**src/rtl/gnd_pkg.sv**
```systemverilog
package gnd_pkg;

    localparam int AMOUNT_W  = 32;
    localparam int DENOM_W   = 16;
    localparam int COUNT_W   = 32;
    localparam int KIND_W    = 3;
    localparam int CFG_IDX_W = 3;

    localparam logic [CFG_IDX_W-1:0] REG_KIND_COUNT = 3'd0;
    localparam logic [CFG_IDX_W-1:0] REG_DENOM_A    = 3'd1;

    localparam logic [DENOM_W-1:0] LEFTOVER_MAX = 16'hFFFF;

    typedef struct packed {
        logic full;
        logic empty;
    } q_stat_t;

endpackage

```
**src/rtl/gnd_front.sv**
```systemverilog
module gnd_front #(
    parameter int K     = 6,
    parameter int KW    = 3,
    parameter int JOB_W = 131
) (
    input  logic                              clk,
    input  logic                              rst_n,
    input  logic                              in_valid,
    output logic                              in_stall,
    input  logic [gnd_pkg::AMOUNT_W-1:0]      amount,
    input  logic [gnd_pkg::KIND_W-1:0]        kind_count,
    input  logic [gnd_pkg::DENOM_W-1:0]       denoms [K],
    output logic                              q_push,
    input  gnd_pkg::q_stat_t                  q_stat,
    output logic [JOB_W-1:0]                  q_data
);

    localparam int RW = (K > 1) ? $clog2(K) : 1;

    localparam logic [1:0] F_IDLE = 2'd0;
    localparam logic [1:0] F_SORT = 2'd1;
    localparam logic [1:0] F_PUSH = 2'd2;

    logic [1:0]                    state_reg;
    logic [RW-1:0]                 round_reg;
    logic [KW-1:0]                 n_reg;
    logic [gnd_pkg::AMOUNT_W-1:0]  amount_reg;
    logic [gnd_pkg::DENOM_W-1:0]   vals_reg [K];
    logic [gnd_pkg::DENOM_W-1:0]   sorted   [K];
    logic [KW-1:0]                 n_in;
    logic                          accept;

    assign in_stall = (state_reg != F_IDLE);
    assign accept   = in_valid && !in_stall;
    assign q_push   = (state_reg == F_PUSH) && !q_stat.full;

    always_comb
    begin
        if (kind_count == '0)
        begin
            n_in = KW'(1);
        end
        else if (int'(kind_count) > K)
        begin
            n_in = KW'(K);
        end
        else
        begin
            n_in = KW'(kind_count);
        end
    end

    // One round of odd-even transposition sort; the pairs of a round are disjoint.
    always_comb
    begin
        sorted = vals_reg;
        for (int i = 0; i < K - 1; i++)
        begin
            if ((i[0] == round_reg[0]) && (vals_reg[i+1] > vals_reg[i]))
            begin
                sorted[i]   = vals_reg[i+1];
                sorted[i+1] = vals_reg[i];
            end
        end
    end

    always_comb
    begin
        q_data = '0;
        q_data[gnd_pkg::AMOUNT_W-1:0] = amount_reg;
        for (int i = 0; i < K; i++)
        begin
            q_data[gnd_pkg::AMOUNT_W + i*gnd_pkg::DENOM_W +: gnd_pkg::DENOM_W] = vals_reg[i];
        end
        q_data[JOB_W-1 -: KW] = n_reg;
    end

    always_ff @(posedge clk or negedge rst_n)
    begin
        if (!rst_n)
        begin
            state_reg <= F_IDLE;
            round_reg <= '0;
        end
        else
        begin
            case (state_reg)
                F_IDLE:
                begin
                    if (accept)
                    begin
                        state_reg <= F_SORT;
                        round_reg <= '0;
                    end
                end
                F_SORT:
                begin
                    round_reg <= round_reg + RW'(1);
                    if (round_reg == RW'(K - 1))
                    begin
                        state_reg <= F_PUSH;
                    end
                end
                F_PUSH:
                begin
                    if (!q_stat.full)
                    begin
                        state_reg <= F_IDLE;
                    end
                end
                default:
                begin
                    state_reg <= F_IDLE;
                end
            endcase
        end
    end

    always_ff @(posedge clk)
    begin
        if (accept)
        begin
            amount_reg <= amount;
            n_reg      <= n_in;
            for (int i = 0; i < K; i++)
            begin
                vals_reg[i] <= (i < int'(n_in)) ? denoms[i] : '0;
            end
        end
        else if (state_reg == F_SORT)
        begin
            vals_reg <= sorted;
        end
    end

endmodule

```
**src/rtl/gnd_queue.sv**
```systemverilog
module gnd_queue #(
    parameter int JOB_W = 131
) (
    input  logic              clk,
    input  logic              rst_n,
    input  logic              push,
    input  logic [JOB_W-1:0]  push_data,
    input  logic              pop,
    output logic [JOB_W-1:0]  pop_data,
    output gnd_pkg::q_stat_t  stat
);

    logic [JOB_W-1:0] slot_reg [2];
    logic             wr_ptr_reg;
    logic             rd_ptr_reg;
    logic [1:0]       count_reg;
    logic             do_push;
    logic             do_pop;

    assign stat.full  = (count_reg == 2'd2);
    assign stat.empty = (count_reg == 2'd0);
    assign do_push    = push && !stat.full;
    assign do_pop     = pop && !stat.empty;
    assign pop_data   = slot_reg[rd_ptr_reg];

    always_ff @(posedge clk or negedge rst_n)
    begin
        if (!rst_n)
        begin
            wr_ptr_reg <= 1'b0;
            rd_ptr_reg <= 1'b0;
            count_reg  <= 2'd0;
        end
        else
        begin
            if (do_push)
            begin
                wr_ptr_reg <= !wr_ptr_reg;
            end
            if (do_pop)
            begin
                rd_ptr_reg <= !rd_ptr_reg;
            end
            if (do_push && !do_pop)
            begin
                count_reg <= count_reg + 2'd1;
            end
            else if (do_pop && !do_push)
            begin
                count_reg <= count_reg - 2'd1;
            end
        end
    end

    always_ff @(posedge clk)
    begin
        if (do_push)
        begin
            slot_reg[wr_ptr_reg] <= push_data;
        end
    end

endmodule

```
**src/rtl/gnd_back.sv**
```systemverilog
module gnd_back #(
    parameter int K     = 6,
    parameter int KW    = 3,
    parameter int JOB_W = 131
) (
    input  logic                          clk,
    input  logic                          rst_n,
    output logic                          q_pop,
    input  gnd_pkg::q_stat_t              q_stat,
    input  logic [JOB_W-1:0]              q_data,
    output logic                          out_valid,
    input  logic                          out_stall,
    output logic [gnd_pkg::DENOM_W-1:0]   denomination,
    output logic [gnd_pkg::COUNT_W-1:0]   note_count,
    output logic [gnd_pkg::DENOM_W-1:0]   leftover,
    output logic                          is_last
);

    localparam int IDXW  = (K > 1) ? $clog2(K) : 1;
    localparam int STEPW = $clog2(gnd_pkg::AMOUNT_W);

    localparam logic [1:0] B_IDLE  = 2'd0;
    localparam logic [1:0] B_SETUP = 2'd1;
    localparam logic [1:0] B_DIV   = 2'd2;
    localparam logic [1:0] B_EMIT  = 2'd3;

    logic [1:0]                     state_reg;
    logic [IDXW-1:0]                idx_reg;
    logic [STEPW-1:0]               step_reg;
    logic [KW-1:0]                  n_reg;
    logic [gnd_pkg::DENOM_W-1:0]    vals_reg [K];
    logic [gnd_pkg::AMOUNT_W-1:0]   rem_reg;
    logic [gnd_pkg::DENOM_W-1:0]    acc_reg;
    logic [gnd_pkg::AMOUNT_W-1:0]   dvd_reg;
    logic [gnd_pkg::COUNT_W-1:0]    cnt_reg;
    logic                           out_valid_reg;
    logic [gnd_pkg::DENOM_W-1:0]    denom_out_reg;
    logic [gnd_pkg::COUNT_W-1:0]    cnt_out_reg;
    logic [gnd_pkg::DENOM_W-1:0]    left_out_reg;
    logic                           last_out_reg;

    logic [gnd_pkg::DENOM_W-1:0]    d;
    logic [gnd_pkg::DENOM_W:0]      trial;
    logic                           ge;
    logic [gnd_pkg::DENOM_W-1:0]    acc_new;
    logic [gnd_pkg::AMOUNT_W-1:0]   dvd_new;
    logic                           out_load;
    logic                           at_last;

    assign q_pop    = (state_reg == B_IDLE) && !q_stat.empty;
    assign d        = vals_reg[idx_reg];
    assign trial    = {acc_reg, dvd_reg[gnd_pkg::AMOUNT_W-1]};
    assign ge       = (trial >= {1'b0, d});
    assign acc_new  = ge ? gnd_pkg::DENOM_W'(trial - {1'b0, d})
                         : trial[gnd_pkg::DENOM_W-1:0];
    assign dvd_new  = {dvd_reg[gnd_pkg::AMOUNT_W-2:0], ge};
    assign out_load = (state_reg == B_EMIT) && (!out_valid_reg || !out_stall);
    assign at_last  = ((KW'(idx_reg) + KW'(1)) == n_reg);

    assign out_valid    = out_valid_reg;
    assign denomination = denom_out_reg;
    assign note_count   = cnt_out_reg;
    assign leftover     = left_out_reg;
    assign is_last      = last_out_reg;

    always_ff @(posedge clk or negedge rst_n)
    begin
        if (!rst_n)
        begin
            state_reg     <= B_IDLE;
            idx_reg       <= '0;
            step_reg      <= '0;
            out_valid_reg <= 1'b0;
        end
        else
        begin
            if (out_load)
            begin
                out_valid_reg <= 1'b1;
            end
            else if (!out_stall)
            begin
                out_valid_reg <= 1'b0;
            end

            case (state_reg)
                B_IDLE:
                begin
                    if (q_pop)
                    begin
                        idx_reg   <= '0;
                        state_reg <= B_SETUP;
                    end
                end
                B_SETUP:
                begin
                    step_reg  <= '0;
                    state_reg <= (d == '0) ? B_EMIT : B_DIV;
                end
                B_DIV:
                begin
                    step_reg <= step_reg + STEPW'(1);
                    if (step_reg == STEPW'(gnd_pkg::AMOUNT_W - 1))
                    begin
                        state_reg <= B_EMIT;
                    end
                end
                B_EMIT:
                begin
                    if (out_load)
                    begin
                        if (at_last)
                        begin
                            state_reg <= B_IDLE;
                        end
                        else
                        begin
                            idx_reg   <= idx_reg + IDXW'(1);
                            state_reg <= B_SETUP;
                        end
                    end
                end
                default:
                begin
                    state_reg <= B_IDLE;
                end
            endcase
        end
    end

    always_ff @(posedge clk)
    begin
        case (state_reg)
            B_IDLE:
            begin
                if (q_pop)
                begin
                    rem_reg <= q_data[gnd_pkg::AMOUNT_W-1:0];
                    n_reg   <= q_data[JOB_W-1 -: KW];
                    for (int i = 0; i < K; i++)
                    begin
                        vals_reg[i] <=
                            q_data[gnd_pkg::AMOUNT_W + i*gnd_pkg::DENOM_W +: gnd_pkg::DENOM_W];
                    end
                end
            end
            B_SETUP:
            begin
                acc_reg <= '0;
                dvd_reg <= rem_reg;
                cnt_reg <= '0;
            end
            B_DIV:
            begin
                acc_reg <= acc_new;
                dvd_reg <= dvd_new;
                if (step_reg == STEPW'(gnd_pkg::AMOUNT_W - 1))
                begin
                    cnt_reg <= dvd_new;
                    rem_reg <= gnd_pkg::AMOUNT_W'(acc_new);
                end
            end
            default:
            begin
            end
        endcase

        if (out_load)
        begin
            denom_out_reg <= d;
            cnt_out_reg   <= cnt_reg;
            left_out_reg  <= (rem_reg > gnd_pkg::AMOUNT_W'(gnd_pkg::LEFTOVER_MAX))
                             ? gnd_pkg::LEFTOVER_MAX : rem_reg[gnd_pkg::DENOM_W-1:0];
            last_out_reg  <= at_last;
        end
    end

endmodule

```
**src/rtl/greedy_note_dispenser.sv**
```systemverilog
// Greedy note dispenser.
// The input channel (in_valid, in_stall, amount) takes one requested amount per item.
// For each item the block emits one result item per denomination in use, largest
// value first, on the output channel (out_valid, out_stall, denomination, note_count,
// leftover, is_last); is_last marks the result for the smallest value.
// Registers are written over the cfg channel: index 0 is the kind count, indexes
// 1 to 6 are the note values. They are to be written only while the block is idle;
// the block itself does not enforce this. The note values of each accepted amount
// are sorted, then handed with the amount through a two-entry queue to the divider,
// so a new amount can be taken while the previous one is still being divided.
// Each result comes from a shared restoring divider, one quotient bit per cycle;
// a zero note value skips the division. The divider works through every note value
// of an amount before it takes the next amount from the queue.
// in_stall is high after each accepted item while the front sorts it, and it stays
// high while the sorted item waits for room in the queue.
// When the receiver stalls, the result is held in the output register and the
// divider waits before the next result.
// Reset clears all handshake state and sets every register to 1.
module greedy_note_dispenser #(
    parameter int MAX_KINDS = 6
) (
    input  logic                                clk,
    input  logic                                rst_n,
    input  logic                                in_valid,
    output logic                                in_stall,
    input  logic [gnd_pkg::AMOUNT_W-1:0]        amount,
    output logic                                out_valid,
    input  logic                                out_stall,
    output logic [gnd_pkg::DENOM_W-1:0]         denomination,
    output logic [gnd_pkg::COUNT_W-1:0]         note_count,
    output logic [gnd_pkg::DENOM_W-1:0]         leftover,
    output logic                                is_last,
    input  logic                                cfg_valid,
    output logic                                cfg_ready,
    input  logic [gnd_pkg::CFG_IDX_W-1:0]       cfg_index,
    input  logic [gnd_pkg::DENOM_W-1:0]         cfg_data
);

    localparam int KW    = $clog2(MAX_KINDS + 1);
    localparam int JOB_W = gnd_pkg::AMOUNT_W + MAX_KINDS * gnd_pkg::DENOM_W + KW;

    logic [gnd_pkg::KIND_W-1:0]   kind_reg;
    logic [gnd_pkg::DENOM_W-1:0]  denom_reg [MAX_KINDS];
    logic                         q_push;
    logic                         q_pop;
    logic [JOB_W-1:0]             q_push_data;
    logic [JOB_W-1:0]             q_pop_data;
    gnd_pkg::q_stat_t             q_stat;

    assign cfg_ready = 1'b1;

    always_ff @(posedge clk or negedge rst_n)
    begin
        if (!rst_n)
        begin
            kind_reg <= gnd_pkg::KIND_W'(1);
            for (int i = 0; i < MAX_KINDS; i++)
            begin
                denom_reg[i] <= gnd_pkg::DENOM_W'(1);
            end
        end
        else if (cfg_valid && cfg_ready)
        begin
            if (cfg_index == gnd_pkg::REG_KIND_COUNT)
            begin
                kind_reg <= cfg_data[gnd_pkg::KIND_W-1:0];
            end
            for (int i = 0; i < MAX_KINDS; i++)
            begin
                if (cfg_index == gnd_pkg::REG_DENOM_A + gnd_pkg::CFG_IDX_W'(i))
                begin
                    denom_reg[i] <= cfg_data;
                end
            end
        end
    end

    gnd_front #(
        .K     (MAX_KINDS),
        .KW    (KW),
        .JOB_W (JOB_W)
    ) u_front (
        .clk        (clk),
        .rst_n      (rst_n),
        .in_valid   (in_valid),
        .in_stall   (in_stall),
        .amount     (amount),
        .kind_count (kind_reg),
        .denoms     (denom_reg),
        .q_push     (q_push),
        .q_stat     (q_stat),
        .q_data     (q_push_data)
    );

    gnd_queue #(
        .JOB_W (JOB_W)
    ) u_queue (
        .clk       (clk),
        .rst_n     (rst_n),
        .push      (q_push),
        .push_data (q_push_data),
        .pop       (q_pop),
        .pop_data  (q_pop_data),
        .stat      (q_stat)
    );

    gnd_back #(
        .K     (MAX_KINDS),
        .KW    (KW),
        .JOB_W (JOB_W)
    ) u_back (
        .clk          (clk),
        .rst_n        (rst_n),
        .q_pop        (q_pop),
        .q_stat       (q_stat),
        .q_data       (q_pop_data),
        .out_valid    (out_valid),
        .out_stall    (out_stall),
        .denomination (denomination),
        .note_count   (note_count),
        .leftover     (leftover),
        .is_last      (is_last)
    );

`ifndef SYNTHESIS
    a_no_overflow: assert property (@(posedge clk) disable iff (!rst_n)
        q_push |-> !q_stat.full)
        else $error("Job pushed into a full queue.");

    a_no_underflow: assert property (@(posedge clk) disable iff (!rst_n)
        q_pop |-> !q_stat.empty)
        else $error("Job popped from an empty queue.");

    a_busy_after_accept: assert property (@(posedge clk) disable iff (!rst_n)
        (in_valid && !in_stall) |=> in_stall)
        else $error("Front did not go busy after taking an item.");

    a_leftover_below_denom: assert property (@(posedge clk) disable iff (!rst_n)
        (out_valid && (denomination != '0)) |-> (leftover < denomination))
        else $error("Leftover is not below its denomination.");
`endif

endmodule
```
**config.mk**
```make
export PLATFORM = sky130hd
export DESIGN_NAME = greedy_note_dispenser
export DESIGN_NICKNAME = d
export VERILOG_FILES = /design/src/rtl/gnd_pkg.sv /design/src/rtl/gnd_front.sv /design/src/rtl/gnd_queue.sv /design/src/rtl/gnd_back.sv /design/src/rtl/greedy_note_dispenser.sv
export SDC_FILE = /design/constraint.sdc
export NUM_CORES = 1
export LEC_CHECK = 0
export BUFFER_PORTS_ARGS = -buffer_cell sky130_fd_sc_hd__buf_2
export CORE_AREA = 8 8 270 246
export DETAILED_ROUTE_END_ITERATION = 7
export DIE_AREA = 0 0 278 254
export PLACE_DENSITY_LB_ADDON = 0.25
export SYNTH_ARGS = -nofsm -noshare
export SYNTH_HDL_FRONTEND = slang
export SYNTH_HIERARCHICAL = 1
export SYNTH_SLANG_ARGS = --single-unit
```
**constraint.sdc**
```tcl
create_clock -name clk -period 7.3 [get_ports clk]
set_input_delay 0.365 -clock clk [delete_from_list [all_inputs] [get_ports clk]]
set_output_delay 0.365 -clock clk [all_outputs]
set_load 0.01 [all_outputs]
```
== Word level (Yosys, flattened, before mapping) ==
Memories as Yosys holds them, arrays and structs flattened.
Index checks and enable logic that the tools add are counted.
Cells by class
  div/mod/pow operators: 0
  $add $sub $neg: 6
  $lt $le $gt $ge: 14
  reduce and logical (&&, ||, !) cells: 62
  $mul: 0
  bitwise logic cells: 1
  equality and inequality tests: 23
  mux-type cells: 49
  shift-type cells: 0
Operators with widths (count)
  two-way mux 32 bit: 8
  two-way mux 96 bit: 2
  case mux 32 bit (2 select lines): 3
  two-way mux 16 bit: 7
  greater-than comparator 16 bit: 5
  greater-than comparator 32 x 16 -> 1 bit (second input constant): 1
  case mux 16 bit (2 select lines): 1
  AND reduction 2 bit: 16
  two-way mux 3 bit: 6
  nonzero test 2 bit: 9
  greater-or-equal comparator 17 x 16 -> 1 bit: 1
  logical NOT 16 bit: 1
  two-way mux 2 bit: 8
  subtractor 16 bit: 1
  logical AND 1 bit: 13
  == test 3 bit (second input constant): 4
  case mux 3 bit (2 select lines): 2
  nonzero test 3 bit: 4
  inequality test 2 x 1 -> 1 bit (second input constant): 5
  case mux 5 bit (2 select lines): 1
  logical NOT 1 bit: 9
  two-way mux 1 bit: 9
  AND reduction 3 bit: 3
  == test 2 bit (second input constant): 4
  other kinds (21): 32
Word-level totals
  output and inout bits: 68
  memories: 2
  RAM bits: 358
  bits of input ports: 56
  memory bits (read-only): 0
  bits in latches: 0
  word-level logic and storage cells: 190
  bits in registers: 430
Memories
  u_queue.slot_reg: depth 2, width 131, read ports 1, clocked after memory_dff 0, wr ports 1, RTL line gnd_queue.sv:13  | logic [JOB_W-1:0] slot_reg [2];
  u_back.vals_reg: depth 6, width 16, read ports 1, clocked after memory_dff 0, wr ports 6, RTL line gnd_back.sv:31  | logic [gnd_pkg::DENOM_W-1:0] vals_reg [K];

== Depth between registers and ports, before layout ==
Gate-level depths: netlist of the first run.
  depth in word-level cells: 9
  depth in mapped cells: 17
  mapped depth without buffers: 14

== Modules after synthesis ==
The synthesis of the first run kept the hierarchy.
By module, submodules not included
  gnd_back: area each 11827.6 µm², instances 1, cells an instance 743
  gnd_queue: area each 9980.8 µm², instances 1, cells an instance 427
  gnd_front: area each 7850.0 µm², instances 1, cells an instance 688
  greedy_note_dispenser: area each 3804.9 µm², instances 1, cells an instance 217

== Least setup slack after synthesis of the first run ==
OpenSTA, ideal clock, no wires.
  path kind: register -> register
  start point: reg u_queue.count_reg[0]
  end point: mem u_queue.slot_reg[0][0] (enable)
  period minus slack after synthesis: 6.987 ns
  data arrival time: 6.364 ns
  required time: 6.677 ns
  slack: 0.313 ns
  stages on the path, launching flop included: 6
  library setup time: 0.623 ns
  path through: dfrtp_1 > nand2b_1 > inv_1 > nor3b_1 > nand2_1 > nor2_1
RTL lines
  start, declared: RTL line gnd_queue.sv:16  | logic [1:0] count_reg;
  start signal, assigned: RTL line gnd_queue.sv:46  | count_reg <= count_reg + 2'd1;
  start signal, assigned: RTL line gnd_queue.sv:50  | count_reg <= count_reg - 2'd1;
  end, declared: RTL line gnd_queue.sv:13

== Worst setup path after layout of the first run ==
  start point: reg u_back.idx_reg[0]
  end point: reg u_back/rem_reg[7] (netlist bit), data pin
On the way
  cells in the longest elaborated chain, start to end: 5
  elaborated cells between the ends (all ways): 6
  those cells by class: add/sub (1); order compare (1); mux (3); memory (1)
Ends and longest elaborated chain
  start, declared: RTL line gnd_back.sv:28  | logic [IDXW-1:0] idx_reg;
  start signal, assigned: RTL line gnd_back.sv:118  | idx_reg <= idx_reg + IDXW'(1);
  memory (6 x 16 bit) (*)
  subtractor 16 bit / greater-or-equal comparator 17 x 16 -> 1 bit (equally long branches): RTL line gnd_back.sv:54, gnd_back.sv:53
  two-way mux 16 bit (*): RTL line gnd_back.sv:54  | assign acc_new = ge ? gnd_pkg::DENOM_W'(trial - {1'b0, d})
  two-way mux 32 bit (*): RTL line gnd_back.sv:157  | if (step_reg == STEPW'(gnd_pkg::AMOUNT_W - 1))
  case mux 32 bit (2 select lines) (*): RTL line gnd_back.sv:133  | case (state_reg)
  end signal, assigned: RTL line gnd_back.sv:138  | rem_reg <= q_data[gnd_pkg::AMOUNT_W-1:0];
  end signal, assigned: RTL line gnd_back.sv:160  | rem_reg <= gnd_pkg::AMOUNT_W'(acc_new);
  end, declared: RTL line gnd_back.sv:32  | logic [gnd_pkg::AMOUNT_W-1:0] rem_reg;
Every way passes the cells marked *; elsewhere a longest branch is shown, timed or not. The select of a mux whose other input is x is not followed.
A chain may end at the register's enable or synchronous reset.

==> impl_results.md, run 1 <==
- EDFF count, synth: around 670
- Residual DRC count: 0
- Initial core utilization: 0.541
- Clock share of power: 0.220
- Die Y: 254 um
- # resized after CTS: 0
- Max-Cap Viols: 0
- Drt first pass iters: 5
- Hold Buf Count CTS: 33
- Die width: 278 um
- PortBufs: 122
- Global Route Usage Sum: 0.216
- R2r worst-path depth: 11
- Worst Setup SP: u_back/idx_reg[0]$_DFFE_PN0P_
- Die ar.: 70600 um2
- CTS clk-pin slew, worst paths: 0.06 ns
- CP peak stage delay: 0.73 ns
- Worst-Skew Late Latency: 0.63 ns
- Area Overhead vs Synth: 12.4%
- Clk root buf: clkbuf_16
- Via count: about 18000
- Max-slew headroom: 0.117
- Fin worst setup slack: approximately 2.7 ns
- Yosys warning count: 6
- Routed Antenna Nets: 0
- Register share of total power: 0.454
- Total power: 18200 uW
- Sw Share: 0.363
- DP Worst Slack: ~2.7 ns
- LEAKAGE: 0.0144 uW
- Crit path kind: flip-flop to flip-flop
- Clk sinks: 788
- Cells after DPL: 2932
- Worst-path cell chain: buf_4 -> mux4_2 -> o21ai_0 -> ha_1 -> a21oi_1 -> o21ai_0 -> a211oi_4 -> o21ai_4 -> mux2i_1 -> nor2_1 -> a21o_1
- Wire per inst: 25.0 um
- Peak VDD IR: approximately 0.00037 V
- Switching power total: 6620 uW
- Worst r2r src: u_back/idx_reg[0]$_DFFE_PN0P_
- R2r endpoint: u_back/rem_reg[7]$_DFFE_PP_
- Gate Count Post-Synth: just over 2000
- Final GP Congestion: 0.854
- Hold depth: 2
- H-tree depth: 3
- Avg Vias per Cell: about 5.9
- Critical path required time: 7.68 ns
- Worst setup path end: u_back/rem_reg[7]$_DFFE_PP_
- I/O pin total: 124
- Netlist cell types: 75
- Min-delay worst type: input pin to flip-flop
- CTS tree: built
- Slew @ Worst Pin: 1.32 ns
- First-pass GRT wire length: 115000 um
- Max FFs per register: 262
- Cell area after layout: 37600 um2
- Nets@finish: approximately 2400
- Initial antenna violation count: 1
- Core Area: 61800 um2
- Most common cell on crit path: o21ai_0
- DRT iter0 DRCs: 1861
- Synth Net Count: 2238
- Largest net degree at the start of global routing: 91
- Num CTS Buffers: 79
- Worst Skew: 0.0250 ns
- Max Buffers Root-to-Sink: 3
- RSZ-0062 raised after global routing: false
- Comb pwr share: 0.326
- Internal power: 11600 uW
- Mapped Area: 33500 um2
- Setup TNS: 0 ns
- Diodes inserted: 0
- Hold violation count in the final report: 0
- Fmax: between 200 and 250 MHz
- Postcts setup bufs: 0
- Final cell count without fillers: 3110
- Status: completed
- Synthesized flop and latch total: between 700 and 800
- Seq/Total Area, Yosys: 0.690
- Max FO, Critical Path: 27
- Tmin final: ~4.6 ns
- Main synth FF type: edfxtp_1
- Slew Viols, Final: 0
- Fraction of layout cells with a size suffix above 1: 0.243
- Fillers: 4535
- Final WL: 77800 um
- Total congestion overflow: 0
- Post-detail-place hpwl: 52700 um
- Crit start category: flip-flop
- Vias in the first global route: 17946
- Setup slack, reg-to-reg: about 2.7 ns
- Crit path capture type: flip-flop
- Async set-reset flop share out of synthesis: 0.151
- Period utilization: 0.625
- Final Setup Violations: 0
- Post-Place Cell Area: 34700 um2
- Std-Cell Rows: 87
- Pwr dens: 485 nW/um2
- Worst Path Arrival: just under 5 ns
- Synth Area per Inst: 16.1 um2
- Critical path's slowest cell: dfrtp_2
cell usage in the layout, fill, tap and decap left out, drive strengths merged, types with 20 or more instances in the layout:
master       count
a21o            62
a21oi           52
a221o           50
a22o            20
and2            66
and3            20
buf            139
clkbuf         100
clkinv          32
dfrtp          112
dlygate4sd3     33
edfxtp         669
ha             106
inv            121
mux2           234
mux2i           52
nand2           93
nand3           21
nor2            51
nor2b           25
o21ai           67
worst min-delay path by stage:
stage	start	endpoint	slack (ns)
after floorplan	rst_n	denom_reg[10]$_DFFE_PN0P_	0.07
after global placement	u_back/cnt_reg[8]$_SDFFCE_PN0P_	u_back/note_count[8]$_DFFE_PP_	0.40
after detailed placement	u_back/cnt_reg[11]$_SDFFCE_PN0P_	u_back/note_count[11]$_DFFE_PP_	0.40
after CTS	out_stall	u_back/out_valid$_DFFE_PN0P_	0.04
after global routing	cfg_data[11]	denom_reg[27]$_DFFE_PN0P_	0.07
final	cfg_data[8]	denom_reg[8]$_DFFE_PN0P_	0.09
per-stage QoR:
stage / util / hold slack (ns)
after floorplan: - / 0.0694
after global placement: 0.561 / 0.402
after detailed placement: 0.561 / 0.405
after CTS: 0.608 / 0.0384
after global routing: 0.608 / 0.0698
final: 0.608 / 0.0913
cell families (layout without fill, tap and decap cells):
logic type,after synthesis,after routing,synth area share
AOI/OAI and AO/OA,304,304,0.0665
xor gates and xnor gates,24,24,0.00628
adders and majority gates,108,108,0.0405
buffers and inverters,203,437,0.0306
DFF,788,788,0.690
muxes,296,296,0.110
other,1,1,0.000112
and+or+nand+nor,351,351,0.0563
power by group through the flow:
stage	registers, uW	clock network, uW	logic [uW]
final	8280	4010	5940
after global routing	8370	4250	6450
after CTS	8260	4090	5920
after detailed placement	8340	0	5870
after global placement	8290	0	5700
after floorplan	7590	0	4520
synthesized netlist by cell type, drive strengths merged, types with 13 or more instances:
| cell type | instances | area share |
|---|---|---|
| mux2i | 52 | 0.016 |
| buf | 52 | 0.014 |
| edfxtp | 669 | 0.60 |
| nand4 | 19 | 0.0036 |
| and2 | 66 | 0.012 |
| a211oi | 13 | 0.0045 |
| clkbuf | 31 | 0.0035 |
| ha | 106 | 0.040 |
| nor2 | 51 | 0.0057 |
| nand2 | 93 | 0.010 |
| a221o | 50 | 0.015 |
| a21o | 62 | 0.014 |
| o21ai | 67 | 0.010 |
| a22o | 20 | 0.0052 |
| or2 | 16 | 0.0030 |
| nand3 | 21 | 0.0031 |
| and3 | 20 | 0.0037 |
| a21oi | 52 | 0.0079 |
| xnor2 | 14 | 0.0037 |
| mux2 | 234 | 0.088 |
| dfrtp | 112 | 0.084 |
| inv | 119 | 0.013 |
| nor2b | 25 | 0.0047 |
per-layer routing:
layer	track usage	up-vias	wire length (um)
met3	0.0415	126	5360
met1	0.297	9169	33200
li1	-	8211	-
met2	0.350	708	37100
met5	0	-	0
met4	0.0666	0	2180
critical path, delay by kind of cell (launching register included):
kind / cells / cell delay [ns]
compound gates: 6 / 1.79
fa+ha+maj: 1 / 0.29
flops: 1 / 0.73
simple gates: 1 / 0.08
mux: 2 / 0.89
buf+inv: 1 / 0.49
layout make-up:
type / count / area (um2) / share of cell area
multi-input combinational: 1084 / 9410 / 0.250
clock inverter: 45 / 470 / 0.0125
tap: 801 / 1000 / 0.0267
timing repair buffer: 172 / 1070 / 0.0285
inverter: 120 / 452 / 0.0120
clock buffer: 100 / 2110 / 0.0560
sequential: 788 / 23100 / 0.614
No activity file was read; power rests on OpenSTA's default activity.
==> run 2: changes to the inputs <==
clock period = 3.8 ns   (was 7.3 ns; I/O delays follow)
==> run 2 against run 1 <==
  * Clock power grew 91%
  * Cell count grew 2.0%
  * Flip-flop and latch count is the same
  * Worst setup slack lost 2.5 ns
  * Clock skew shrank 0.0065 ns
  * Sequential share of layout area shrank 1.1 points
  * Die area is the same
  * Highest routed layer unchanged
  * Fmax grew 27%
  * Largest power group unchanged
  * Wire length shrank 0.46%
  * Cell area grew 1.8%
  * Critical endpoint is now u_back/rem_reg[10]$_DFFE_PP_
==> impl_results.md, run 2 (synthesized netlist as in run 1, its figures left out) <==
- Status: completed
- Crit path capture type: flip-flop
- I/O pin total: 124
- Core Area: slightly above 60000 um2
- Crit start category: flip-flop
- DRT iter0 DRCs: 1700
- Tmin final: approximately 3.6 ns
- Nets@finish: 2472
- Global Route Usage Sum: 0.217
- Die Y: about 250 um
- Cells after DPL: 2974
- Die width: approximately 280 um
- Routed Antenna Nets: 0
- Initial core utilization: 0.541
- Min-delay worst type: input pin to flip-flop
- Max-slew headroom: 0.305
- Drt first pass iters: 7
- Crit path kind: flip-flop to flip-flop
- Residual DRC count: 0
- Clk sinks: 788
- Largest net degree at the start of global routing: about 110
- Worst Skew: 0.0184 ns
- Max FFs per register: 262
- Max-Cap Viols: 0
- Avg Vias per Cell: 5.82
- PortBufs: 122
- Final WL: 77500 um
- Worst Setup SP: u_back/idx_reg[0]$_DFFE_PN0P_
- Max FO, Critical Path: 14
- Final GP Congestion: 0.872
- Diodes inserted: 0
- Area Overhead vs Synth: 14.4%
- HP Start: cfg_data[2]
- Commonest non-fill, non-tap cell in the layout: edfxtp_1
- CTS clk-pin slew, worst paths: 0.06 ns
- Std-Cell Rows: 87
- R2r worst-path depth: 12
- CTS tree: built
- Peak VDD IR: roughly 0.00057 V
- Util after Layout: 0.619
- LEAKAGE: approximately 0.015 uW
- Setup slack, reg-to-reg: 0.19 ns
- First-pass GRT wire length: 116000 um
- Worst r2r src: u_back/idx_reg[0]$_DFFE_PN0P_
- Worst-Skew Late Latency: 0.62 ns
- Period utilization: 0.949
- Num CTS Buffers: 80
- Wire per inst: 24.4 um
- Fin worst setup slack: ~0.19 ns
- Multi-input combinational cell area: between 9000 and 10000 um2
- Clk root buf: clkbuf_16
- Fmax: 277 MHz
- Total power: 35400 uW
- R2r endpoint: u_back/rem_reg[10]$_DFFE_PP_
- Final Setup Violations: 0
- Hold Crit Endpoint: denom_reg[50]$_DFFE_PN0P_
- Worst Path Arrival: 3.94 ns
- Die ar.: 70600 um2
- DP Worst Slack: 0.166 ns
- Vias in the first global route: ~19000
- Slew @ Worst Pin: 1.03 ns
- Sequential Area: roughly 23000 um2
- Fraction of layout cells with a size suffix above 1: 0.257
- Post-detail-place hpwl: 54200 um
- Fillers: 4448
- Most frequent cells in the layout: edfxtp_1, mux2_2, buf_2
- Hold violation count in the final report: 0
- Via count: 18464
- Final cell count without fillers: ~3200
- Critical path required time: 4.13 ns
- Max Buffers Root-to-Sink: 3
- Initial antenna violation count: 1
- Total congestion overflow: 0
- Setup TNS: 0 ns
- Hold depth: 2
- H-tree depth: 3
- Slew Viols, Final: 0
- RSZ-0062 raised after global routing: true
- Pwr dens: between 900 and 1000 nW/um2
[run 2: cell count changes in the layout (fill, tap and decap cells not counted), moves of 2 or more]
cell	change
clkinvlp_4	-4
clkbuf_1	-6
inv_6	+2
buf_4	+34
dlygate4sd3_1	+17
a21oi_2	+2
a21oi_1	-2
clkbuf_8	+5
buf_12	+12
[run 2: metrics by stage]
| stage | instance area [um2] | hold slack [ns] |
|---|---|---|
| 2_1_floorplan | 33500 | -0.106 |
| 3_3_place_gp | 35200 | 0.0780 |
| 3_5_place_dp | 35200 | 0.0721 |
| 4_1_cts | 38200 | 0.0259 |
| 5_1_grt | 38300 | 0.0345 |
| 6_report | 38300 | 0.0539 |
[run 2: worst max-delay path by stage]
stage	endpoint	slack [ns]
floorplan	u_back/rem_reg[12]$_DFFE_PP_	0.15
global placement	u_back/rem_reg[4]$_DFFE_PP_	0.25
detailed placement	u_back/rem_reg[4]$_DFFE_PP_	0.17
CTS	u_back/rem_reg[4]$_DFFE_PP_	0.13
global route	u_back/rem_reg[10]$_DFFE_PP_	-0.03
finish	u_back/rem_reg[10]$_DFFE_PP_	0.19
[run 2: where the power goes]
group          leakage (uW)  internal, uW  switching, uW
logic               0.00582          4990           7150
clock network       0.00128          4450           3210
registers           0.00763         13300           2330
[run 2: timing repair]
action | in CTS | in global routing
setup endpoints to repair | 0 | 13
resized for setup | 0 | 1
hold endpoints to repair | 237 | 0
hold buffers | 50 | 0
buffers inserted | 0 | 4
[run 2: layer usage]
metal	share of wire	up-vias	track usage
li1	-	8345	-
met4	0.021	0	0.0555
met2	0.47	685	0.352
met5	0	-	0
met1	0.44	9329	0.306
met3	0.067	105	0.0361
[run 2: worst max-delay path, stage by stage (launching register included)]
cell	delay (ns)
dfrtp_2	0.43
buf_4	0.20
mux4_2	0.53
o21a_1	0.20
ha_1	0.18
and2b_1	0.22
o2111ai_1	0.15
a21oi_2	0.30
a211oi_4	0.14
o21ai_4	0.43
buf_4	0.21
mux2i_1	0.22
a21oi_1	0.10
[run 2: final cells by class]
type | instances | area share
sequential | 788 | 0.603
multi-input combinational | 1084 | 0.246
clock buffer | 99 | 0.0563
timing repair buffer | 235 | 0.0454
tap | 801 | 0.0262
inverter | 120 | 0.0118
clock inverter | 44 | 0.0112
